`src/hw/rtl/svga_pkg.sv`:
```
// ----------------------------------------------------------------------------
// State vector gate engine package
// Constants, payload types, command types and rounding shared by all files.
// ----------------------------------------------------------------------------
package svga_pkg;

  localparam int unsigned MAX_QUBITS      = 10;
  localparam int unsigned MAX_GATE_QUBITS = 2;
  localparam int unsigned AW              = MAX_QUBITS;
  localparam int unsigned AMP_DEPTH       = 1 << AW;
  localparam int unsigned CW              = AW + 1;
  localparam int unsigned NW              = $clog2(MAX_QUBITS + 1);
  localparam int unsigned MAT_DEPTH       = 16;
  localparam int unsigned MAT_LIMIT       = (MAX_GATE_QUBITS >= 2) ? 16 : 4;
  localparam int unsigned ACC_W           = 36;

  localparam logic [15:0] ONE_Q14        = 16'h4000;
  localparam logic [3:0]  NUM_QUBITS_RST = 4'd10;

  typedef enum logic [1:0] {
    ACT_WR_AMP = 2'd0,
    ACT_RD_AMP = 2'd1,
    ACT_WR_MAT = 2'd2,
    ACT_APPLY  = 2'd3
  } action_e;

  typedef enum logic [1:0] {
    ST_OK         = 2'd0,
    ST_BAD_TARGET = 2'd1,
    ST_DUP_TARGET = 2'd2,
    ST_BAD_INDEX  = 2'd3
  } status_e;

  typedef enum logic [1:0] {
    ADDR_INPUT = 2'd0,
    ADDR_GATE  = 2'd1,
    ADDR_CLEAR = 2'd2
  } addr_sel_e;

  typedef enum logic [1:0] {
    WD_INPUT = 2'd0,
    WD_CLEAR = 2'd1,
    WD_GATE  = 2'd2
  } wdata_sel_e;

  typedef struct packed {
    action_e            action;
    logic [9:0]         index;
    logic signed [15:0] value_re;
    logic signed [15:0] value_im;
    logic [1:0]         num_targets;
    logic [3:0]         target_first;
    logic [3:0]         target_second;
  } in_t;

  typedef struct packed {
    logic signed [15:0] read_re;
    logic signed [15:0] read_im;
    status_e            status;
  } out_t;

  typedef struct packed {
    logic       mem_rd;
    logic       mem_wr;
    addr_sel_e  addr_sel;
    wdata_sel_e wdata_sel;
    logic [1:0] member;
    logic [1:0] col;
    logic [CW-1:0] base;
    logic       mat_wr;
    logic       item_load;
    logic       mul_en;
    logic       acc_en;
    logic       acc_clr;
    logic       out_load;
    logic       out_read;
    status_e    out_status;
  } cmd_t;

  typedef struct packed {
    logic grp_skip;
  } dp_sts_t;

  // Round a Q8.28 sum to Q2.14 (half up) and saturate to 16 bits.
  function automatic logic [15:0] round_sat(input logic [ACC_W-1:0] acc);
    logic [ACC_W:0]    v;
    logic [ACC_W-14:0] q;
    logic [15:0]       r;
    v = {acc[ACC_W-1], acc} + (ACC_W + 1)'(8192);
    q = v[ACC_W:14];
    if (!q[ACC_W-14] && (|q[ACC_W-14:15])) begin
      r = 16'h7fff;
    end else if (q[ACC_W-14] && !(&q[ACC_W-14:15])) begin
      r = 16'h8000;
    end else begin
      r = q[15:0];
    end
    return r;
  endfunction

endpackage

```
`src/hw/rtl/svga_ctrl.sv`:
```
// ----------------------------------------------------------------------------
// State vector gate engine controller
// Sequences memory clearing, single accesses and the gate walk over groups.
// ----------------------------------------------------------------------------
module svga_ctrl (
  input  logic                    clk_i,
  input  logic                    rst_ni,
  input  logic                    in_valid_i,
  output logic                    in_stall_o,
  input  svga_pkg::in_t           in_data_i,
  output logic                    out_valid_o,
  input  logic                    out_stall_i,
  input  logic [svga_pkg::NW-1:0] n_i,
  input  svga_pkg::dp_sts_t       sts_i,
  output svga_pkg::cmd_t          cmd_o
);

  typedef enum logic [7:0] {
    S_CLEAR   = 8'b0000_0001,
    S_IDLE    = 8'b0000_0010,
    S_RD_WAIT = 8'b0000_0100,
    S_SCAN    = 8'b0000_1000,
    S_READ    = 8'b0001_0000,
    S_MUL     = 8'b0010_0000,
    S_ACC     = 8'b0100_0000,
    S_WB      = 8'b1000_0000
  } state_e;

  state_e state_q, state_d;
  logic [svga_pkg::CW-1:0] base_q, base_d;
  logic [1:0] member_q, member_d, col_q, col_d;
  logic two_q, two_d, out_valid_q, out_valid_d;

  logic [svga_pkg::CW-1:0] total;
  logic [1:0] gmax;
  logic accept, idx_bad, mat_bad, k_bad, tgt_bad, dup;
  svga_pkg::status_e gate_status;

  assign total = svga_pkg::CW'(1) << n_i;
  assign gmax  = two_q ? 2'd3 : 2'd1;

  assign idx_bad = (32'(in_data_i.index) >> n_i) != 0;
  assign mat_bad = 32'(in_data_i.index) >= svga_pkg::MAT_LIMIT;
  assign k_bad   = (in_data_i.num_targets == 2'd0) || (in_data_i.num_targets > 2'd2)
                || (32'(in_data_i.num_targets) > svga_pkg::MAX_GATE_QUBITS);
  assign tgt_bad = (32'(in_data_i.target_first) >= 32'(n_i))
                || ((in_data_i.num_targets == 2'd2)
                    && (32'(in_data_i.target_second) >= 32'(n_i)));
  assign dup     = (in_data_i.num_targets == 2'd2)
                && (in_data_i.target_first == in_data_i.target_second);

  always_comb begin
    if (k_bad || tgt_bad) begin
      gate_status = svga_pkg::ST_BAD_TARGET;
    end else if (dup) begin
      gate_status = svga_pkg::ST_DUP_TARGET;
    end else begin
      gate_status = svga_pkg::ST_OK;
    end
  end

  assign in_stall_o = (state_q != S_IDLE) || (out_valid_q && out_stall_i);
  assign accept     = in_valid_i && !in_stall_o;

  always_comb begin
    state_d  = state_q;
    base_d   = base_q;
    member_d = member_q;
    col_d    = col_q;
    two_d    = two_q;
    cmd_o            = '0;
    cmd_o.addr_sel   = svga_pkg::ADDR_GATE;
    cmd_o.wdata_sel  = svga_pkg::WD_GATE;
    cmd_o.out_status = svga_pkg::ST_OK;
    cmd_o.base       = base_q;
    cmd_o.member     = member_q;
    cmd_o.col        = col_q;
    case (state_q)
      S_CLEAR: begin
        cmd_o.mem_wr    = 1'b1;
        cmd_o.addr_sel  = svga_pkg::ADDR_CLEAR;
        cmd_o.wdata_sel = svga_pkg::WD_CLEAR;
        if (&base_q[svga_pkg::AW-1:0]) begin
          base_d  = '0;
          state_d = S_IDLE;
        end else begin
          base_d = base_q + 1'b1;
        end
      end
      S_IDLE: begin
        if (accept) begin
          cmd_o.item_load = 1'b1;
          cmd_o.addr_sel  = svga_pkg::ADDR_INPUT;
          cmd_o.wdata_sel = svga_pkg::WD_INPUT;
          cmd_o.member    = 2'd0;
          case (in_data_i.action)
            svga_pkg::ACT_WR_AMP: begin
              cmd_o.out_load = 1'b1;
              if (idx_bad) begin
                cmd_o.out_status = svga_pkg::ST_BAD_INDEX;
              end else begin
                cmd_o.mem_wr = 1'b1;
              end
            end
            svga_pkg::ACT_RD_AMP: begin
              if (idx_bad) begin
                cmd_o.out_load   = 1'b1;
                cmd_o.out_status = svga_pkg::ST_BAD_INDEX;
              end else begin
                cmd_o.mem_rd = 1'b1;
                state_d      = S_RD_WAIT;
              end
            end
            svga_pkg::ACT_WR_MAT: begin
              cmd_o.out_load = 1'b1;
              if (mat_bad) begin
                cmd_o.out_status = svga_pkg::ST_BAD_INDEX;
              end else begin
                cmd_o.mat_wr = 1'b1;
              end
            end
            svga_pkg::ACT_APPLY: begin
              if (gate_status != svga_pkg::ST_OK) begin
                cmd_o.out_load   = 1'b1;
                cmd_o.out_status = gate_status;
              end else begin
                base_d  = '0;
                two_d   = (in_data_i.num_targets == 2'd2);
                state_d = S_SCAN;
              end
            end
            default: begin
              cmd_o.out_load = 1'b0;
            end
          endcase
        end
      end
      S_RD_WAIT: begin
        cmd_o.out_load = 1'b1;
        cmd_o.out_read = 1'b1;
        state_d        = S_IDLE;
      end
      S_SCAN: begin
        if (base_q == total) begin
          cmd_o.out_load = 1'b1;
          state_d        = S_IDLE;
        end else if (sts_i.grp_skip) begin
          base_d = base_q + 1'b1;
        end else begin
          member_d = 2'd0;
          state_d  = S_READ;
        end
      end
      S_READ: begin
        cmd_o.mem_rd = 1'b1;
        if (member_q == gmax) begin
          member_d = 2'd0;
          col_d    = 2'd0;
          state_d  = S_MUL;
        end else begin
          member_d = member_q + 1'b1;
        end
      end
      S_MUL: begin
        cmd_o.mul_en = 1'b1;
        state_d      = S_ACC;
      end
      S_ACC: begin
        cmd_o.acc_en  = 1'b1;
        cmd_o.acc_clr = (col_q == 2'd0);
        if (col_q == gmax) begin
          state_d = S_WB;
        end else begin
          col_d   = col_q + 1'b1;
          state_d = S_MUL;
        end
      end
      S_WB: begin
        cmd_o.mem_wr = 1'b1;
        col_d        = 2'd0;
        if (member_q == gmax) begin
          member_d = 2'd0;
          base_d   = base_q + 1'b1;
          state_d  = S_SCAN;
        end else begin
          member_d = member_q + 1'b1;
          state_d  = S_MUL;
        end
      end
      default: begin
        state_d = S_IDLE;
      end
    endcase
  end

  always_comb begin
    if (cmd_o.out_load) begin
      out_valid_d = 1'b1;
    end else if (out_valid_q && !out_stall_i) begin
      out_valid_d = 1'b0;
    end else begin
      out_valid_d = out_valid_q;
    end
  end

  always_ff @(posedge clk_i or negedge rst_ni) begin
    if (!rst_ni) begin
      state_q     <= S_CLEAR;
      base_q      <= '0;
      member_q    <= '0;
      col_q       <= '0;
      two_q       <= 1'b0;
      out_valid_q <= 1'b0;
    end else begin
      state_q     <= state_d;
      base_q      <= base_d;
      member_q    <= member_d;
      col_q       <= col_d;
      two_q       <= two_d;
      out_valid_q <= out_valid_d;
    end
  end

  assign out_valid_o = out_valid_q;

endmodule

```
`config.mk`:
```
export PLATFORM = sky130hd
export DESIGN_NAME = svga_ctrl
export DESIGN_NICKNAME = d
export VERILOG_FILES = /design/src/hw/rtl/svga_pkg.sv /design/src/hw/rtl/svga_ctrl.sv
export SDC_FILE = /design/constraint.sdc
export NUM_CORES = 1
export LEC_CHECK = 0
export BUFFER_PORTS_ARGS = -buffer_cell sky130_fd_sc_hd__buf_4
export CAP_MARGIN = 20
export CORE_MARGIN = 2
export CORE_UTILIZATION = 35
export DETAILED_ROUTE_END_ITERATION = 6
export PLACE_DENSITY = 0.61
export RECOVER_POWER = 100
export SLEW_MARGIN = 10
export SYNTH_ARGS = -nofsm -noshare
export SYNTH_HDL_FRONTEND = slang
export SYNTH_SLANG_ARGS = --single-unit
```
`constraint.sdc`:
```
create_clock -name clk_i -period 4 [get_ports clk_i]
set_input_delay 0.2 -clock clk_i [delete_from_list [all_inputs] [get_ports clk_i]]
set_output_delay 0.2 -clock clk_i [all_outputs]
set_load 0.02 [all_outputs]
```
==> impl_results.md, run 1 <==
- Outcome: complete, no violations
- Clock tree buffer depth: 2
- Tot GR Track Use: 0.180
- Initial DRC count: 156
- I/O Pins: 95
- Fmax: 0.318 GHz
- Drt drc: 0
- Die area: 7320 um^2
- Hold Path Class: primary input to flop
- Post-Syn Area per Cell: 7.87 um^2
- Synthesis-to-layout area growth: 17.6%
- Post-CTS Setup Inserts: 0
- Grt ovf: 0
- Detailed-route via count: 2379
- Num rows: 29
- Final Cycle Share: 0.786
- Largest net degree at the start of global routing: 26
- Setup Crit Path Kind: flop to flop
- Cell Area, Synth: 2330 um^2
- Placed insts: 420
- Peak fanout along the critical path: 6
- Register-to-Register Path Depth: 7
- Die Span X: 85.6 um
- Startpoint Class: flop
- Final WL: 6470 um
- Post-synthesis cell type count: 60
- CTS tree: done
- Min Tclk post-route: 3.15 ns
- Layout cell share with drive strength beyond 1: 0.124
- First-pass GRT wire length: 10800 um
- Core area: 6390 um^2
- Final Worst Setup Slack: 0.855 ns
- Insertion delay to the later sink of the worst-skew pair: 0.28 ns
- Total negative slack: 0 ns
- Post-synthesis instance total: 296
- RSZ-0062 raised after global routing: no
- Post-synthesis sequential area ratio: 0.269
- Initial core utilization: 0.365
- Post-DRT Antenna Nets: 0
- Wire length per cell: 15.2 um
- # diodes: 0
- Post-CTS sizing: 0
- Reg2reg start: state_q[2]
- Vias in the first global route: 2214
- First-pass DRT Iterations: 4
- Post-synth EDFFs: 0
- Most frequent cells in the layout: 33 x buf_4, 30 x clkbuf_1, 27 x nor2_1
- Routed vias/inst: 5.60
- VDD IR-drop max: 0.293 mV
- Crit end category: flop
- DP Worst Slack: 1.22 ns
- Clock skew: 0.0102 ns
- Syn. warnings: 0
- Nets: 423
- Ys flop type: dfrtp_1
- WHS Endpoint: out_valid_o
- Final hold vios: 0
- H-tree depth: 1
- Max_slew headroom: 0.0739
- Worst Hold Depth: 3
- Clk sinks: 25
- Register bit total from synthesis: 25
- Leading cell type in the layout, fill and taps excluded: buf_4
- CTS buffer count: 3
- Reg-to-reg slack, setup: 0.85 ns
- Hold_buf cts: 1
- I/O Buffers: 62
- Non-filler cells, final: 425
- Max-Cap Viols: 0
- Syn Nets: 370
- Routability cong.: 0.877
- Clock root buffer: clkbuf_8
- Final setup vio count: 0
- Initial antenna violation count: 0
- Final HPWL DP: 5030 um
- P_leak: 1.21 nW
- Worst-Margin Slew: 1.39 ns
- Crit path DAT: 3.27 ns
- Hold Crit Start: out_stall_i
- Clock transition at path regs: 0.09 ns
- Pwr per Cell Area: 441 nW/um^2
- WP data required: 4.13 ns
- Slew Viols, Final: 0
- Fin util: 0.429
- Async SR Flop Fraction: 1.00
- Critical R2R Capture: base_q[2]
- Die height: 85.6 um
==> flip-flops by register name, indices dropped and copies added (netlist names) <==
register	count
col_q	2
state_q	8
out_valid_o	1
two_q	1
base_q	11
member_q	2
==> routing by layer <==
| metal | global-route usage | vias up | wire (um) |
|---|---|---|---|
| li1 | - | 1192 | - |
| met4 | 0.0202 | 0 | 21 |
| met1 | 0.253 | 1127 | 3090 |
| met5 | 0 | - | 0 |
| met2 | 0.300 | 56 | 3050 |
| met3 | 0.0346 | 4 | 305 |
==> how the worst max path moves through the flow <==
| stage | from | endpoint | slack [ns] | cells past startpoint |
|---|---|---|---|---|
| floorplan | state_q[2] | cmd_o[0] | 1.38 | 6 |
| global placement | state_q[2] | base_q[3] | 1.22 | 6 |
| detailed placement | state_q[2] | base_q[2] | 1.22 | 7 |
| CTS | state_q[2] | base_q[2] | 1.19 | 7 |
| global route | state_q[2] | base_q[2] | 0.64 | 7 |
| finish | state_q[2] | base_q[2] | 0.85 | 7 |
==> area by class of cell <==
type	instances	area [um^2]
clock buffers	3	41.3
clock inverters	1	5.00
fillers	692	3650
inverters	17	63.8
multi-input cells	238	1530
flip-flops and latches	25	627
well taps	77	96.3
repair buffers	64	370
==> worst max-delay path: stages, from the launching register on <==
cell      delay [ns]
dfrtp_1         0.43
or4_1           0.65
or3_1           0.42
nor3b_1         0.46
clkinv_1        0.24
nor4_4          0.49
or2_2           0.23
o41ai_1         0.08
==> cells in the mapped netlist, types with 2 or more instances <==
cell type	count	area (um^2)
nor2_1	27	101
dfrtp_1	24	601
nand2_1	22	82.6
o21ai_0	21	105
inv_1	16	60.1
a21oi_1	14	70.1
nor3_1	12	60.1
ha_1	11	138
nand3_1	11	55.1
clkbuf_1	10	37.5
nand2b_1	10	62.6
nor2b_1	8	50.1
and3_1	7	43.8
o31ai_1	7	52.6
and2_1	6	37.5
a211o_1	5	43.8
nand4_1	5	31.3
nor3b_1	5	37.5
a211oi_1	4	30.0
buf_4	4	30.0
nor4bb_1	4	40.0
o21bai_1	4	30.0
xnor2_1	4	35.0
xor2_1	4	35.0
nor4_1	3	18.8
or2_2	3	18.8
a221o_1	2	20.0
a22o_1	2	17.5
a22oi_1	2	15.0
and4_1	2	17.5
buf_2	2	10.0
nand3b_1	2	15.0
nand4b_1	2	17.5
o211a_1	2	20.0
o221ai_1	2	17.5
o22ai_1	2	12.5
o41ai_1	2	17.5
==> where the power goes <==
part           total, mW  switching [mW]  internal [mW]
registers          0.375          0.0751          0.300
clock network      0.154          0.0842         0.0699
logic              0.678           0.428          0.250
==> through the flow <==
step                      cell area (um^2)  hold WS [ns]  total power [mW]
after floorplan                       2330       -0.0956             0.879
after global placement                2820         0.131              1.12
after detailed placement              2820         0.130              1.12
after CTS                             2880         0.208              1.28
after global routing                  2740         0.228              1.31
final                                 2740         0.210              1.21
==> cells by family (layout without fill, tap and decap cells) <==
kind of cell / after synthesis / in the layout / share of synthesized area
and+or+nand+nor: 139 / 139 / 0.346
AOI/OAI and AO/OA: 78 / 78 / 0.226
buffers and inverters: 33 / 85 / 0.0607
DFF: 25 / 25 / 0.269
adders and majority gates: 11 / 11 / 0.0591
xor gates and xnor gates: 8 / 8 / 0.0301
muxes: 2 / 2 / 0.00913
Note: power is estimated with default switching activity, not from simulation.
==> inputs of run 2 (changes only) <==
==> constraint.sdc (replaced) <==
create_clock -name clk_i -period 3.15 [get_ports clk_i]
set_input_delay 0.1575 -clock clk_i [delete_from_list [all_inputs] [get_ports clk_i]]
set_output_delay 0.1575 -clock clk_i [all_outputs]
set_load 0.02 [all_outputs]
==> impl_results.md, run 2 (same netlist as run 1, synthesis figures left out) <==
- Outcome: complete, no violations
- Slowest cell on crit path: or4_1
- Hold Path Class: primary input to flop
- Top reg by flops: base_q
- Wire length per cell: 15.6 um (+2.7%)
- Nets: 424 (+0.24%)
- Initial antenna violation count: 0 (unchanged)
- Synthesis-to-layout area growth: 18.5%
- # diodes: 0 (unchanged)
- Num rows: 29 (unchanged)
- Routability cong.: 0.878 (+0.11%)
- First-pass GRT wire length: 10900 um (+0.57%)
- CTS buffer count: 3 (unchanged)
- CTS tree: done
- Die height: 85.6 um (unchanged)
- Buf+Inv Stages, Crit Path: 1 (unchanged)
- Total power: 1.57 mW (+30%)
- Core area: 6390 um^2 (unchanged)
- Grt ovf: 0 (unchanged)
- Final Cycle Share: 0.882 (+0.0958)
- Post-DRT Antenna Nets: 0 (unchanged)
- Die area: 7320 um^2 (unchanged)
- Total negative slack: 0 ns (unchanged)
- First-pass DRT Iterations: 4 (unchanged)
- Detailed-route via count: 2427 (+2.0%)
- Clock skew: 0.00248 ns (-0.00767 ns)
- Slowest Stage Delay on Critical Path: 0.64 ns (about the same)
- VDD IR-drop max: 0.318 mV (+8.8%)
- Vias in the first global route: 2235 (+0.95%)
- Max-Cap Viols: 0 (unchanged)
- WP data required: 3.31 ns (-0.82 ns)
- Slew Viols, Final: 0 (unchanged)
- Most frequent cells in the layout: 35 x buf_4, 29 x clkbuf_1, 27 x nor2_1
- Final WL: 6660 um (+3.0%)
- I/O Buffers: 62 (unchanged)
- Final setup vio count: 0 (unchanged)
- Fmax: 0.360 GHz (+13%)
- Clock transition at path regs: 0.09 ns (about the same)
- Routed vias/inst: 5.70 (+1.8%)
- Post-CTS Setup Inserts: 0 (unchanged)
- Largest registers: base_q x11, state_q x8
- Final HPWL DP: 5170 um (+2.6%)
- Startpoint Class: flop
- Clk sinks: 25 (unchanged)
- Clock root buffer: clkbuf_8
- Min Tclk post-route: 2.78 ns (-0.367 ns)
- Crit path DAT: 2.93 ns (-0.34 ns)
- Worst-Margin Slew: 1.43 ns (+0.0404 ns)
- Layout cell share with drive strength beyond 1: 0.135 (+0.0111)
- Peak fanout along the critical path: 6 (unchanged)
- Final Worst Setup Slack: 0.371 ns (-0.483 ns)
- Delay-heaviest family, CP: simple AND/OR/NAND/NOR gates
- FF+latch area: 627 um^2 (unchanged)
- Tot GR Track Use: 0.182 (+0.00176)
- Insertion delay to the later sink of the worst-skew pair: 0.27 ns (about the same)
- Largest register FFs: 11 (unchanged)
- RSZ-0062 raised after global routing: no
- Critical-path cell list: or4_1 > or3_1 > nor3b_4 > inv_2 > nor4_4 > or2_2 > o21ai_0
- Multi-input gate area: 1550 um^2 (+0.73%)
- Initial DRC count: 74 (-53%)
- Largest net degree at the start of global routing: 26 (unchanged)
- Leading cell type in the layout, fill and taps excluded: buf_4
- Setup Crit Path Kind: flop to flop
- DP Worst Slack: 0.449 ns (-0.767 ns)
- I/O Pins: 95 (unchanged)
- Final hold vios: 0 (unchanged)
- Die Span X: 85.6 um (unchanged)
- Drt drc: 0 (unchanged)
- Filler cell count: 695 (+0.43%)
- P_leak: 1.22 nW (+0.89%)
- Max_slew headroom: 0.0470 (-0.0269)
- Initial core utilization: 0.365 (unchanged)
- Crit end category: flop
- Pwr per Cell Area: 567 nW/um^2 (+29%)
- H-tree depth: 1 (unchanged)
- Clock tree buffer depth: 2 (unchanged)
-- run 2: changes by cell type in the layout (fill, tap and decap cells not counted) --
cell,before,now
buf_4,33,35
clkbuf_1,30,29
clkinv_1,1,0
inv_2,0,1
nor3b_1,6,5
nor3b_4,0,1
-- run 2: final cells by class --
class                   instances  area share
well taps                      77      0.0349
inverters                      17      0.0231
multi-input cells             238       0.560
clock inverters                 1     0.00181
flip-flops and latches         25       0.227
repair buffers                 65       0.138
clock buffers                   3      0.0150
-- run 2: path summary, 6_finish.rpt --
kind / endpoint / cells after the start / from / slack (ns)
setup / recovery: base_q[1] / 7 / state_q[2] / 0.37
hold / removal: out_valid_o / 3 / out_stall_i / 0.20
setup reg to reg: base_q[1] / 7 / state_q[2] / 0.37
hold reg to reg: state_q[6] / 1 / state_q[2] / 0.51
max in group asynchronous: base_q[9] / 2 / rst_ni / 1.57
min in group asynchronous: state_q[6] / 2 / rst_ni / 0.75
-- run 2: layer usage --
layer | up-vias | track usage | routed length, um
li1 | 1208 | - | -
met1 | 1158 | 0.254 | 3180
met2 | 59 | 0.305 | 3140
met3 | 2 | 0.0375 | 332
met4 | 0 | 0.0159 | 10
met5 | - | 0 | 0
-- run 2: report_power, final --
| group | switching [mW] | leakage, nW | internal [mW] |
|---|---|---|---|
| Clock | 0.109 | 0.0255 | 0.0887 |
| Combinational | 0.560 | 0.867 | 0.333 |
| Sequential | 0.0939 | 0.332 | 0.380 |
| Total | 0.763 | 1.22 | 0.803 |
-- run 2: per-stage QoR --
stage,hold WS [ns],cell area (um^2),cells,utilization
5_1_grt,0.216,2760,426,0.432
3_3_place_gp,0.0895,2830,421,0.443
6_report,0.203,2760,426,0.432
3_5_place_dp,0.0910,2830,421,0.443
4_1_cts,0.204,2880,426,0.452
2_1_floorplan,-0.138,2330,296,-
-- run 2: worst min-delay path: cells and delay by family --
| family | cells | cell delay (ns) |
|---|---|---|
| buf+inv | 1 | 0.08 |
| simple gates | 2 | 0.21 |
-- run 2: repair_timing --
action | 4_1_cts | 5_1_grt
hold buffers | 1 | 0
hold endpoints to repair | 24 | 0
gates resized for setup | 0 | 0
